[src/rtl/ubd_pkg.sv]
// ----------------------------------------------------------------------------
// ubd_pkg
// Shared widths, constants and types of the UART baud divisor calculator.
// ----------------------------------------------------------------------------
package ubd_pkg;

  localparam int CLK_W   = 28;
  localparam int BAUD_W  = 24;
  localparam int PORT_W  = 3;
  localparam int WORD_W  = 32;
  localparam int CFG_IDX_W = 2;

  // Dividend is 25 * clock, divisor is 2 or 4 times the baud rate.
  localparam int DVD_W   = CLK_W + 5;
  localparam int DVS_W   = BAUD_W + 2;
  localparam int QUO_W   = DVD_W;

  // Restoring divider: quotient bits resolved per pipeline stage.
  localparam int BPS        = 3;
  localparam int DIV_STAGES = QUO_W / BPS;

  // Quotient / 100 is computed as (quotient >> 2) / 25 by reciprocal.
  localparam int                 RQ_W      = QUO_W - 2;
  localparam int                 RECIP_W   = 32;
  localparam logic [RECIP_W-1:0] RECIP_25  = 32'd2748779070;
  localparam int                 RECIP_SH  = 36;
  localparam int                 PROD_W    = RQ_W + RECIP_W;
  localparam int                 MANT_W    = PROD_W - RECIP_SH;
  localparam int                 REM_W     = 7;
  localparam logic [QUO_W-1:0]   SCALE_DEN = 33'd100;

  // Fraction: (rem * S + 50) / 100 through a reciprocal of 100.
  localparam int                 FV_W       = 11;
  localparam logic [FV_W-1:0]    ROUND_HALF = 11'd50;
  localparam int                 FPROD_W    = 2 * FV_W;
  localparam logic [FPROD_W-1:0] FRAC_RECIP = 22'd1311;
  localparam int                 FRAC_SH    = 17;
  localparam int                 FRAC_W     = 4;

  localparam logic [CLK_W-1:0]   CLK_RESET  = 28'd16000000;

  localparam logic [PORT_W-1:0]    PORT_BUS2_LO = 3'd0;
  localparam logic [PORT_W-1:0]    PORT_BUS2_HI = 3'd5;
  localparam logic [CFG_IDX_W-1:0] CFG_BUS1_IDX = 2'd0;
  localparam logic [CFG_IDX_W-1:0] CFG_BUS2_IDX = 2'd1;

  typedef struct packed {
    logic over8;
    logic err;
  } side_t;

endpackage

[src/rtl/uart_baud_divisor_calc_top.sv]
// ----------------------------------------------------------------------------
// uart_baud_divisor_calc_top
// Forms the UART baud-rate register word from port, baud rate and mode.
//
//   Channel  Handshake            Payload
//   in       in_valid/in_ready    in_port_index, in_baud_rate,
//                                 in_oversample_by_8
//   out      out_valid/out_ready  out_divisor_word, out_divide_error
//   cfg      cfg_we               cfg_index, cfg_wdata
//
// One beat is accepted per cycle while in_ready is high; a result passes
// through fifteen registers: one operand stage, eleven divider stages of
// three quotient bits each, a reciprocal multiply, a remainder stage and
// the output register.
// Synchronous reset empties every stage and loads both clocks with 16 MHz.
// A stalled output holds its beat while empty stages upstream keep filling.
// ----------------------------------------------------------------------------
module uart_baud_divisor_calc_top (
  input  logic                          clk,
  input  logic                          rst_n,
  input  logic                          in_valid,
  output logic                          in_ready,
  input  logic [ubd_pkg::PORT_W-1:0]    in_port_index,
  input  logic [ubd_pkg::BAUD_W-1:0]    in_baud_rate,
  input  logic                          in_oversample_by_8,
  output logic                          out_valid,
  input  logic                          out_ready,
  output logic [ubd_pkg::WORD_W-1:0]    out_divisor_word,
  output logic                          out_divide_error,
  input  logic                          cfg_we,
  input  logic [ubd_pkg::CFG_IDX_W-1:0] cfg_index,
  input  logic [ubd_pkg::CLK_W-1:0]     cfg_wdata
);

  logic [ubd_pkg::CLK_W-1:0] bus1_r;
  logic [ubd_pkg::CLK_W-1:0] bus2_r;

  always_ff @(posedge clk) begin
    if (!rst_n) begin
      bus1_r <= ubd_pkg::CLK_RESET;
      bus2_r <= ubd_pkg::CLK_RESET;
    end else if (cfg_we) begin
      if (cfg_index == ubd_pkg::CFG_BUS1_IDX) begin
        bus1_r <= cfg_wdata;
      end
      if (cfg_index == ubd_pkg::CFG_BUS2_IDX) begin
        bus2_r <= cfg_wdata;
      end
    end
  end

  // Operand stage.
  logic                        s0_vld_r;
  logic [ubd_pkg::DVD_W-1:0]   s0_dvd_r;
  logic [ubd_pkg::DVS_W-1:0]   s0_dvs_r;
  ubd_pkg::side_t              s0_side_r;
  logic                        s0_adv;
  logic                        div_in_ready;
  logic [ubd_pkg::CLK_W-1:0]   clk_sel;
  logic [ubd_pkg::DVD_W-1:0]   clk_ext;
  logic [ubd_pkg::DVD_W-1:0]   s0_dvd_nxt;
  logic [ubd_pkg::DVS_W-1:0]   s0_dvs_nxt;
  ubd_pkg::side_t              s0_side_nxt;

  always_comb begin
    if (in_port_index == ubd_pkg::PORT_BUS2_LO || in_port_index == ubd_pkg::PORT_BUS2_HI) begin
      clk_sel = bus2_r;
    end else begin
      clk_sel = bus1_r;
    end
    clk_ext    = ubd_pkg::DVD_W'(clk_sel);
    s0_dvd_nxt = (clk_ext << 4) + (clk_ext << 3) + clk_ext;
    if (in_oversample_by_8) begin
      s0_dvs_nxt = {1'b0, in_baud_rate, 1'b0};
    end else begin
      s0_dvs_nxt = {in_baud_rate, 2'b00};
    end
    s0_side_nxt.over8 = in_oversample_by_8;
    s0_side_nxt.err   = (in_baud_rate == '0);
  end

  assign s0_adv   = !s0_vld_r || div_in_ready;
  assign in_ready = s0_adv;

  always_ff @(posedge clk) begin
    if (!rst_n) begin
      s0_vld_r <= 1'b0;
    end else if (s0_adv) begin
      s0_vld_r <= in_valid;
    end
  end

  always_ff @(posedge clk) begin
    if (s0_adv) begin
      s0_dvd_r  <= s0_dvd_nxt;
      s0_dvs_r  <= s0_dvs_nxt;
      s0_side_r <= s0_side_nxt;
    end
  end

  // Divider.
  logic                      div_out_valid;
  logic                      p1_adv;
  logic [ubd_pkg::QUO_W-1:0] div_quo;
  ubd_pkg::side_t            div_side;

  ubd_div_pipe u_div (
    .clk          (clk),
    .rst_n        (rst_n),
    .in_valid     (s0_vld_r),
    .in_ready     (div_in_ready),
    .in_dividend  (s0_dvd_r),
    .in_divisor   (s0_dvs_r),
    .in_side      (s0_side_r),
    .out_valid    (div_out_valid),
    .out_ready    (p1_adv),
    .out_quotient (div_quo),
    .out_side     (div_side)
  );

  // Reciprocal multiply for the division by 100.
  logic                       p1_vld_r;
  logic [ubd_pkg::PROD_W-1:0] p1_prod_r;
  logic [ubd_pkg::QUO_W-1:0]  p1_quo_r;
  ubd_pkg::side_t             p1_side_r;
  logic [ubd_pkg::PROD_W-1:0] p1_prod_nxt;
  logic                       p2_adv;

  assign p1_adv      = !p1_vld_r || p2_adv;
  assign p1_prod_nxt = ubd_pkg::PROD_W'(div_quo[ubd_pkg::QUO_W-1:2])
                     * ubd_pkg::PROD_W'(ubd_pkg::RECIP_25);

  always_ff @(posedge clk) begin
    if (!rst_n) begin
      p1_vld_r <= 1'b0;
    end else if (p1_adv) begin
      p1_vld_r <= div_out_valid;
    end
  end

  always_ff @(posedge clk) begin
    if (p1_adv) begin
      p1_prod_r <= p1_prod_nxt;
      p1_quo_r  <= div_quo;
      p1_side_r <= div_side;
    end
  end

  // Mantissa and remainder.
  logic                       p2_vld_r;
  logic [ubd_pkg::MANT_W-1:0] p2_mant_r;
  logic [ubd_pkg::REM_W-1:0]  p2_rem_r;
  ubd_pkg::side_t             p2_side_r;
  logic [ubd_pkg::MANT_W-1:0] p2_mant_nxt;
  logic [ubd_pkg::QUO_W-1:0]  p2_rem_full;
  logic                       p3_adv;

  assign p2_adv      = !p2_vld_r || p3_adv;
  assign p2_mant_nxt = p1_prod_r[ubd_pkg::RECIP_SH +: ubd_pkg::MANT_W];
  assign p2_rem_full = p1_quo_r - ubd_pkg::QUO_W'(p2_mant_nxt) * ubd_pkg::SCALE_DEN;

  always_ff @(posedge clk) begin
    if (!rst_n) begin
      p2_vld_r <= 1'b0;
    end else if (p2_adv) begin
      p2_vld_r <= p1_vld_r;
    end
  end

  always_ff @(posedge clk) begin
    if (p2_adv) begin
      p2_mant_r <= p2_mant_nxt;
      p2_rem_r  <= p2_rem_full[ubd_pkg::REM_W-1:0];
      p2_side_r <= p1_side_r;
    end
  end

  // Fraction and output register.
  logic                        out_vld_r;
  logic [ubd_pkg::WORD_W-1:0]  out_word_r;
  logic                        out_err_r;
  logic [ubd_pkg::FV_W-1:0]    frac_val;
  logic [ubd_pkg::FPROD_W-1:0] frac_prod;
  logic [ubd_pkg::FRAC_W:0]    frac_q;
  logic [ubd_pkg::FRAC_W-1:0]  frac_bits;
  logic [ubd_pkg::WORD_W-1:0]  word_nxt;

  assign p3_adv = !out_vld_r || out_ready;

  always_comb begin
    if (p2_side_r.over8) begin
      frac_val = ubd_pkg::FV_W'({p2_rem_r, 3'b000}) + ubd_pkg::ROUND_HALF;
    end else begin
      frac_val = ubd_pkg::FV_W'({p2_rem_r, 4'b0000}) + ubd_pkg::ROUND_HALF;
    end
    frac_prod = ubd_pkg::FPROD_W'(frac_val) * ubd_pkg::FRAC_RECIP;
    frac_q    = frac_prod[ubd_pkg::FRAC_SH +: (ubd_pkg::FRAC_W + 1)];
    if (p2_side_r.over8) begin
      frac_bits = {1'b0, frac_q[ubd_pkg::FRAC_W-2:0]};
    end else begin
      frac_bits = frac_q[ubd_pkg::FRAC_W-1:0];
    end
    if (p2_side_r.err) begin
      word_nxt = '0;
    end else begin
      word_nxt = ubd_pkg::WORD_W'({p2_mant_r, frac_bits});
    end
  end

  always_ff @(posedge clk) begin
    if (!rst_n) begin
      out_vld_r <= 1'b0;
    end else if (p3_adv) begin
      out_vld_r <= p2_vld_r;
    end
  end

  always_ff @(posedge clk) begin
    if (p3_adv) begin
      out_word_r <= word_nxt;
      out_err_r  <= p2_side_r.err;
    end
  end

  assign out_valid        = out_vld_r;
  assign out_divisor_word = out_word_r;
  assign out_divide_error = out_err_r;

  // Checks.
  a_ready_low_means_full: assert property (@(posedge clk) disable iff (!rst_n)
    !in_ready |-> s0_vld_r)
    else $error("input stage refused a beat while empty");

  a_mid_stage_holds: assert property (@(posedge clk) disable iff (!rst_n)
    (p2_vld_r && !p3_adv) |=> (p2_vld_r && $stable(p2_mant_r) && $stable(p2_rem_r)))
    else $error("remainder stage changed while stalled");

  a_error_word_zero: assert property (@(posedge clk) disable iff (!rst_n)
    (out_valid && out_divide_error) |-> (out_divisor_word == '0))
    else $error("zero baud rate gave a nonzero divisor word");

  a_reset_empties: assert property (@(posedge clk)
    !rst_n |=> (!out_valid && !s0_vld_r))
    else $error("pipeline not empty after reset");

endmodule

[src/rtl/ubd_div_pipe.sv]
// ----------------------------------------------------------------------------
// ubd_div_pipe
// Pipelined restoring divider, a fixed number of quotient bits per stage.
// ----------------------------------------------------------------------------
module ubd_div_pipe (
  input  logic                      clk,
  input  logic                      rst_n,
  input  logic                      in_valid,
  output logic                      in_ready,
  input  logic [ubd_pkg::DVD_W-1:0] in_dividend,
  input  logic [ubd_pkg::DVS_W-1:0] in_divisor,
  input  ubd_pkg::side_t            in_side,
  output logic                      out_valid,
  input  logic                      out_ready,
  output logic [ubd_pkg::QUO_W-1:0] out_quotient,
  output ubd_pkg::side_t            out_side
);

  localparam int NS = ubd_pkg::DIV_STAGES;

  logic                      vld_r  [NS];
  logic [ubd_pkg::DVS_W-1:0] rem_r  [NS];
  logic [ubd_pkg::QUO_W-1:0] dq_r   [NS];
  logic [ubd_pkg::DVS_W-1:0] dvs_r  [NS];
  ubd_pkg::side_t            side_r [NS];

  logic                      adv    [NS];
  logic [ubd_pkg::DVS_W-1:0] rem_nxt [NS];
  logic [ubd_pkg::QUO_W-1:0] dq_nxt  [NS];
  logic [ubd_pkg::DVS_W-1:0] dvs_nxt [NS];
  ubd_pkg::side_t            side_nxt [NS];
  logic                      vld_nxt [NS];

  always_comb begin
    adv[NS-1] = !vld_r[NS-1] || out_ready;
    for (int s = NS - 2; s >= 0; s--) begin
      adv[s] = !vld_r[s] || adv[s+1];
    end
  end

  always_comb begin
    logic [ubd_pkg::DVS_W-1:0] rem;
    logic [ubd_pkg::QUO_W-1:0] dq;
    logic [ubd_pkg::DVS_W:0]   trial;
    for (int s = 0; s < NS; s++) begin
      if (s == 0) begin
        rem          = '0;
        dq           = in_dividend;
        dvs_nxt[s]   = in_divisor;
        side_nxt[s]  = in_side;
        vld_nxt[s]   = in_valid;
      end else begin
        rem          = rem_r[s-1];
        dq           = dq_r[s-1];
        dvs_nxt[s]   = dvs_r[s-1];
        side_nxt[s]  = side_r[s-1];
        vld_nxt[s]   = vld_r[s-1];
      end
      for (int b = 0; b < ubd_pkg::BPS; b++) begin
        trial = {rem, dq[ubd_pkg::QUO_W-1]};
        dq    = {dq[ubd_pkg::QUO_W-2:0], 1'b0};
        if (trial >= {1'b0, dvs_nxt[s]}) begin
          trial = trial - {1'b0, dvs_nxt[s]};
          dq[0] = 1'b1;
        end
        rem = trial[ubd_pkg::DVS_W-1:0];
      end
      rem_nxt[s] = rem;
      dq_nxt[s]  = dq;
    end
  end

  always_ff @(posedge clk) begin
    if (!rst_n) begin
      for (int s = 0; s < NS; s++) begin
        vld_r[s] <= 1'b0;
      end
    end else begin
      for (int s = 0; s < NS; s++) begin
        if (adv[s]) begin
          vld_r[s] <= vld_nxt[s];
        end
      end
    end
  end

  always_ff @(posedge clk) begin
    for (int s = 0; s < NS; s++) begin
      if (adv[s]) begin
        rem_r[s]  <= rem_nxt[s];
        dq_r[s]   <= dq_nxt[s];
        dvs_r[s]  <= dvs_nxt[s];
        side_r[s] <= side_nxt[s];
      end
    end
  end

  assign in_ready     = adv[0];
  assign out_valid    = vld_r[NS-1];
  assign out_quotient = dq_r[NS-1];
  assign out_side     = side_r[NS-1];

endmodule
[config.mk]
export PLATFORM = sky130hd
export DESIGN_NAME = uart_baud_divisor_calc_top
export DESIGN_NICKNAME = d
export VERILOG_FILES = /design/src/rtl/ubd_pkg.sv /design/src/rtl/uart_baud_divisor_calc_top.sv /design/src/rtl/ubd_div_pipe.sv
export SDC_FILE = /design/constraint.sdc
export NUM_CORES = 2
export LEC_CHECK = 0
export ABC_AREA = 1
export BUFFER_PORTS_ARGS = -buffer_cell sky130_fd_sc_hd__buf_2
export CELL_PAD_IN_SITES_DETAIL_PLACEMENT = 1
export CELL_PAD_IN_SITES_GLOBAL_PLACEMENT = 2
export CORE_MARGIN = 2
export CORE_UTILIZATION = 40
export DETAILED_ROUTE_END_ITERATION = 7
export GPL_TIMING_DRIVEN = 0
export MAX_ROUTING_LAYER = met4
export PLACE_DENSITY = 0.81
export SYNTH_ARGS = -nofsm -noshare
export SYNTH_HDL_FRONTEND = slang
export SYNTH_SLANG_ARGS = --single-unit
[constraint.sdc]
create_clock -name clk -period 24.3 [get_ports clk]
set_clock_uncertainty 0.15 [all_clocks]
set_input_delay 4.86 -clock clk [delete_from_list [all_inputs] [get_ports clk]]
set_output_delay 4.86 -clock clk [all_outputs]
set_load 0.02 [all_outputs]
==> results.md <==
* Status: complete, no violations
* DP Worst Slack at 8.04 ns
* Area post-placement at 0.117 mm2
* GRT Residual Overflow at 0
* # rows at 194
* 1st-pass router iterations at 5
* Count of different cell masters after synthesis at 64
* TritonCTS clock tree: built
* Achievable Freq at 62.2 MHz
* GP Congestion at 0.965
* EDFF count, synth at 1,061
* Total GRT Usage at 30.3%
* Reg-to-reg endpoint: u_div.rem_r[2][19]$_DFFE_PP_
* RSZ-0062 raised after global routing: false
* Vias in the first global route at 104k
* ANT nets after route at 0
* Slew Viols, Final at 0
* HPWL after detailed placement at 364 mm
* CTS Buffer Depth at 4
* Syn Nets at 16.2k
* Placed Cells incl. Taps at 18.2k
* # port buffers at 96
* Async S/R FF share, synth at 0%
* Placeable Area at 0.279 mm2
* R2R Setup Slk at 15.15 ns
* Final setup vio count at 0
* Die area at 0.283 mm2
* Syn avg cell area at 7.79 um2
* CP Class: in2out
* Worst Reg-to-Reg Cells at 37
* Area Growth Syn to Fin at 9.06%
* Sink Count at 1,130
* Layout Cells excl Fill at 18.4k
* H-tree levels at 4
* Worst EP required at 19.29 ns
* Fin crit share at 66.1%
* Worst Hold Class: reg2reg
* Final worst slack at 8.23 ns
* Crit path buf inv count at 5
* Nets at 16.4k
* Headroom to the max-slew limit at 19.2%
* CTS Buf Count at 139
* CP endpoint kind: primary output
* Worst slew pin tran at 1.21 ns
* Final Hold Viols at 0
* Total number of vias at 99.0k
* Die width at 532 um
* Hold_sp: u_div.dq_r[4][25]$_DFFE_PP_
* Flops & latches, synth at 1,130
* DR WL/cell at 23.1 um
* Ratio of cells with drive above 1 in the final layout at 4.66%
* Synth Flop Type: edfxtp_1
* Resized Gates After CTS at 0
* Crit-path leading delay family: simple AND/OR/NAND/NOR gates
* Slowest CP cell: nor2_2
* Layout fillers at 34.3k
* Total wire length at 425 mm
* CP cell instances: buf_2 > inv_1 > nand4_1 > nor2_2 > nand2_4 > inv_1 > nand4_1 > or2_4 > nor2_4 > nand4_4 > nor2_2 > nand2_4 > buf_16 > buf_2
* Sequential-to-total area share from yosys stat at 29.8%
* Hold Buf Count CTS at 0
* Post-Syn Area at 0.112 mm2
* Max cap viols at 0
* Yosys warning count at 0
* Antenna violations before repair at 8
* Largest net degree at the start of global routing at 64
* Die Y-Extent at 532 um
* Cell area after layout at 0.122 mm2
* Clock Latency Late Sink at 0.87 ns
* Critical Path Max Stage Delay at 1.11 ns
* Residual DRC at 0
* RR Startpoint: u_div.dvs_r[1][1]$_DFFE_PP_
* Root Buffer Master: clkbuf_16
* First-pass GRT wire length at 638 mm
* Vias per cell at 5.37
* Cells after Synth at 14.3k
* Final critical-path required period at 16.07 ns
* IO Count at 98
* Hold path depth at 0
* Endpoint, Worst Hold: u_div.dq_r[5][28]$_DFFE_PP_
* Postcts setup bufs at 0
* Initial Utilization at 40.1%
* Crit path max fanout at 51
* Startpoint Class: input pin
* Clk pin slew, worst setup/hold paths at 0.07 ns
* DRT iter0 DRCs at 5,863
* CP arrival at 11.06 ns
* Worst hold margin at 0.236 ns
## through the flow
step,utilization (%),TNS (ns)
after floorplan,-,0
after global placement,41.9,-500.00
after detailed placement,42.1,0
after CTS,43.7,0
after global routing,43.7,0
final,43.7,0
## state kept, by name (all words and copies together) (netlist names), 28 cells and up
register	cells
bus2_r	28
u_div.dq_r	363
u_div.dvs_r	250
u_div.rem_r	260
s0_dvd_r	33
out_divisor_word	31
bus1_r	28
## area by class of cell
class,count,area (um2),area share (%)
clock buffers,162,3640,2.99
inverters,2345,8810,7.23
repair buffers,116,908,0.746
multi-input cells,10670,68600,56.3
well taps,3724,4660,3.82
diodes,13,32.5,0.0267
plain buffers,198,1100,0.902
flip-flops and latches,1130,33200,27.3
clock inverters,88,807,0.662
## cell usage after synthesis (5+ instances only)
cell type     n  share of area (%)
nand2_2      24               0.13
nor2_2       16              0.090
nand2_1    3753                 13
nand3_2      11              0.099
ha_1       1293                 14
and2_1        9              0.050
buf_2        83               0.37
nor4_1       38               0.21
a31oi_1      50               0.28
nand3_1     875                3.9
clkbuf_1     65               0.22
xnor2_1     296                2.3
nor3_1      150               0.67
o21ai_1     101               0.45
nor2_4       11               0.11
nor2_1      922                3.1
dfxtp_1      69                1.2
a21oi_1     955                4.3
fa_1        454                8.1
a221oi_1      8              0.063
nand3b_1     24               0.16
nand2_4       5              0.050
o21bai_1    101               0.68
a21o_1       97               0.65
nor3b_1       6              0.040
nor3_2        7              0.063
buf_6        19               0.19
a211oi_1     19               0.13
or2_2        62               0.35
o21ai_0     630                2.8
a21oi_2      13               0.10
o21ai_2      34               0.27
edfxtp_1   1061                 29
o21a_1       71               0.48
inv_1      2328                7.8
xor2_1      358                2.8
a21boi_0     12              0.081
inv_2        16              0.054
buf_4        29               0.19
o211ai_1     29               0.19
nand4_1     184                1.0
and3_1       10              0.056
## kinds of logic after synthesis
family                     Yosys count  share of synthesized area, %
xor gates and xnor gates           654                          5.13
other                                1                       0.00336
buffers and inverters             2543                          8.86
AOI/OAI and AO/OA                 2141                          10.6
and+or+nand+nor                   6126                          23.0
adders and majority gates         1747                          22.6
DFF                               1130                          29.8
muxes                                1                        0.0101
## placed cells by master (no fill, tap or decap), types with 20 or more instances in the layout
master / synthesis / final
xor2_1: 358 / 358
buf_4: 29 / 29
xnor2_1: 296 / 296
nor4_1: 38 / 38
o21ai_2: 34 / 34
nand3b_1: 24 / 24
fa_1: 454 / 454
dfxtp_1: 69 / 69
nand2_1: 3753 / 3748
o21ai_0: 630 / 630
nor2_1: 922 / 922
clkbuf_1: 65 / 83
a21o_1: 97 / 97
ha_1: 1293 / 1293
nand3_1: 875 / 872
nor3_1: 150 / 150
o21ai_1: 101 / 101
clkbuf_16: 0 / 141
or2_2: 62 / 62
o21a_1: 71 / 71
clkinv_2: 0 / 20
edfxtp_1: 1061 / 1061
nand4_1: 184 / 184
a21oi_1: 955 / 955
buf_2: 83 / 179
inv_1: 2328 / 2325
o211ai_1: 29 / 29
clkinv_1: 1 / 23
nand2_2: 24 / 25
a31oi_1: 50 / 50
o21bai_1: 101 / 101
## worst max path at each step
stage	cells past startpoint	end	from
2_1_floorplan	11	in_ready	out_ready
3_3_place_gp	13	in_ready	out_ready
3_5_place_dp	14	in_ready	out_ready
4_1_cts	14	in_ready	out_ready
5_1_grt	14	in_ready	out_ready
6_report	14	in_ready	out_ready
## layer usage
layer | track usage, % | share of wire, % | vias to the layer above
met2 | 49.7 | 47 | 1834
met4 | 8.30 | 3.2 | 0
met1 | 40.1 | 46 | 48986
met5 | - | 0 | -
met3 | 2.33 | 3.5 | 504
li1 | - | - | 47705
Power is left out: the tool's default activity adds up to more than one toggle a clock period on the data nets, which glitch-free logic cannot reach.
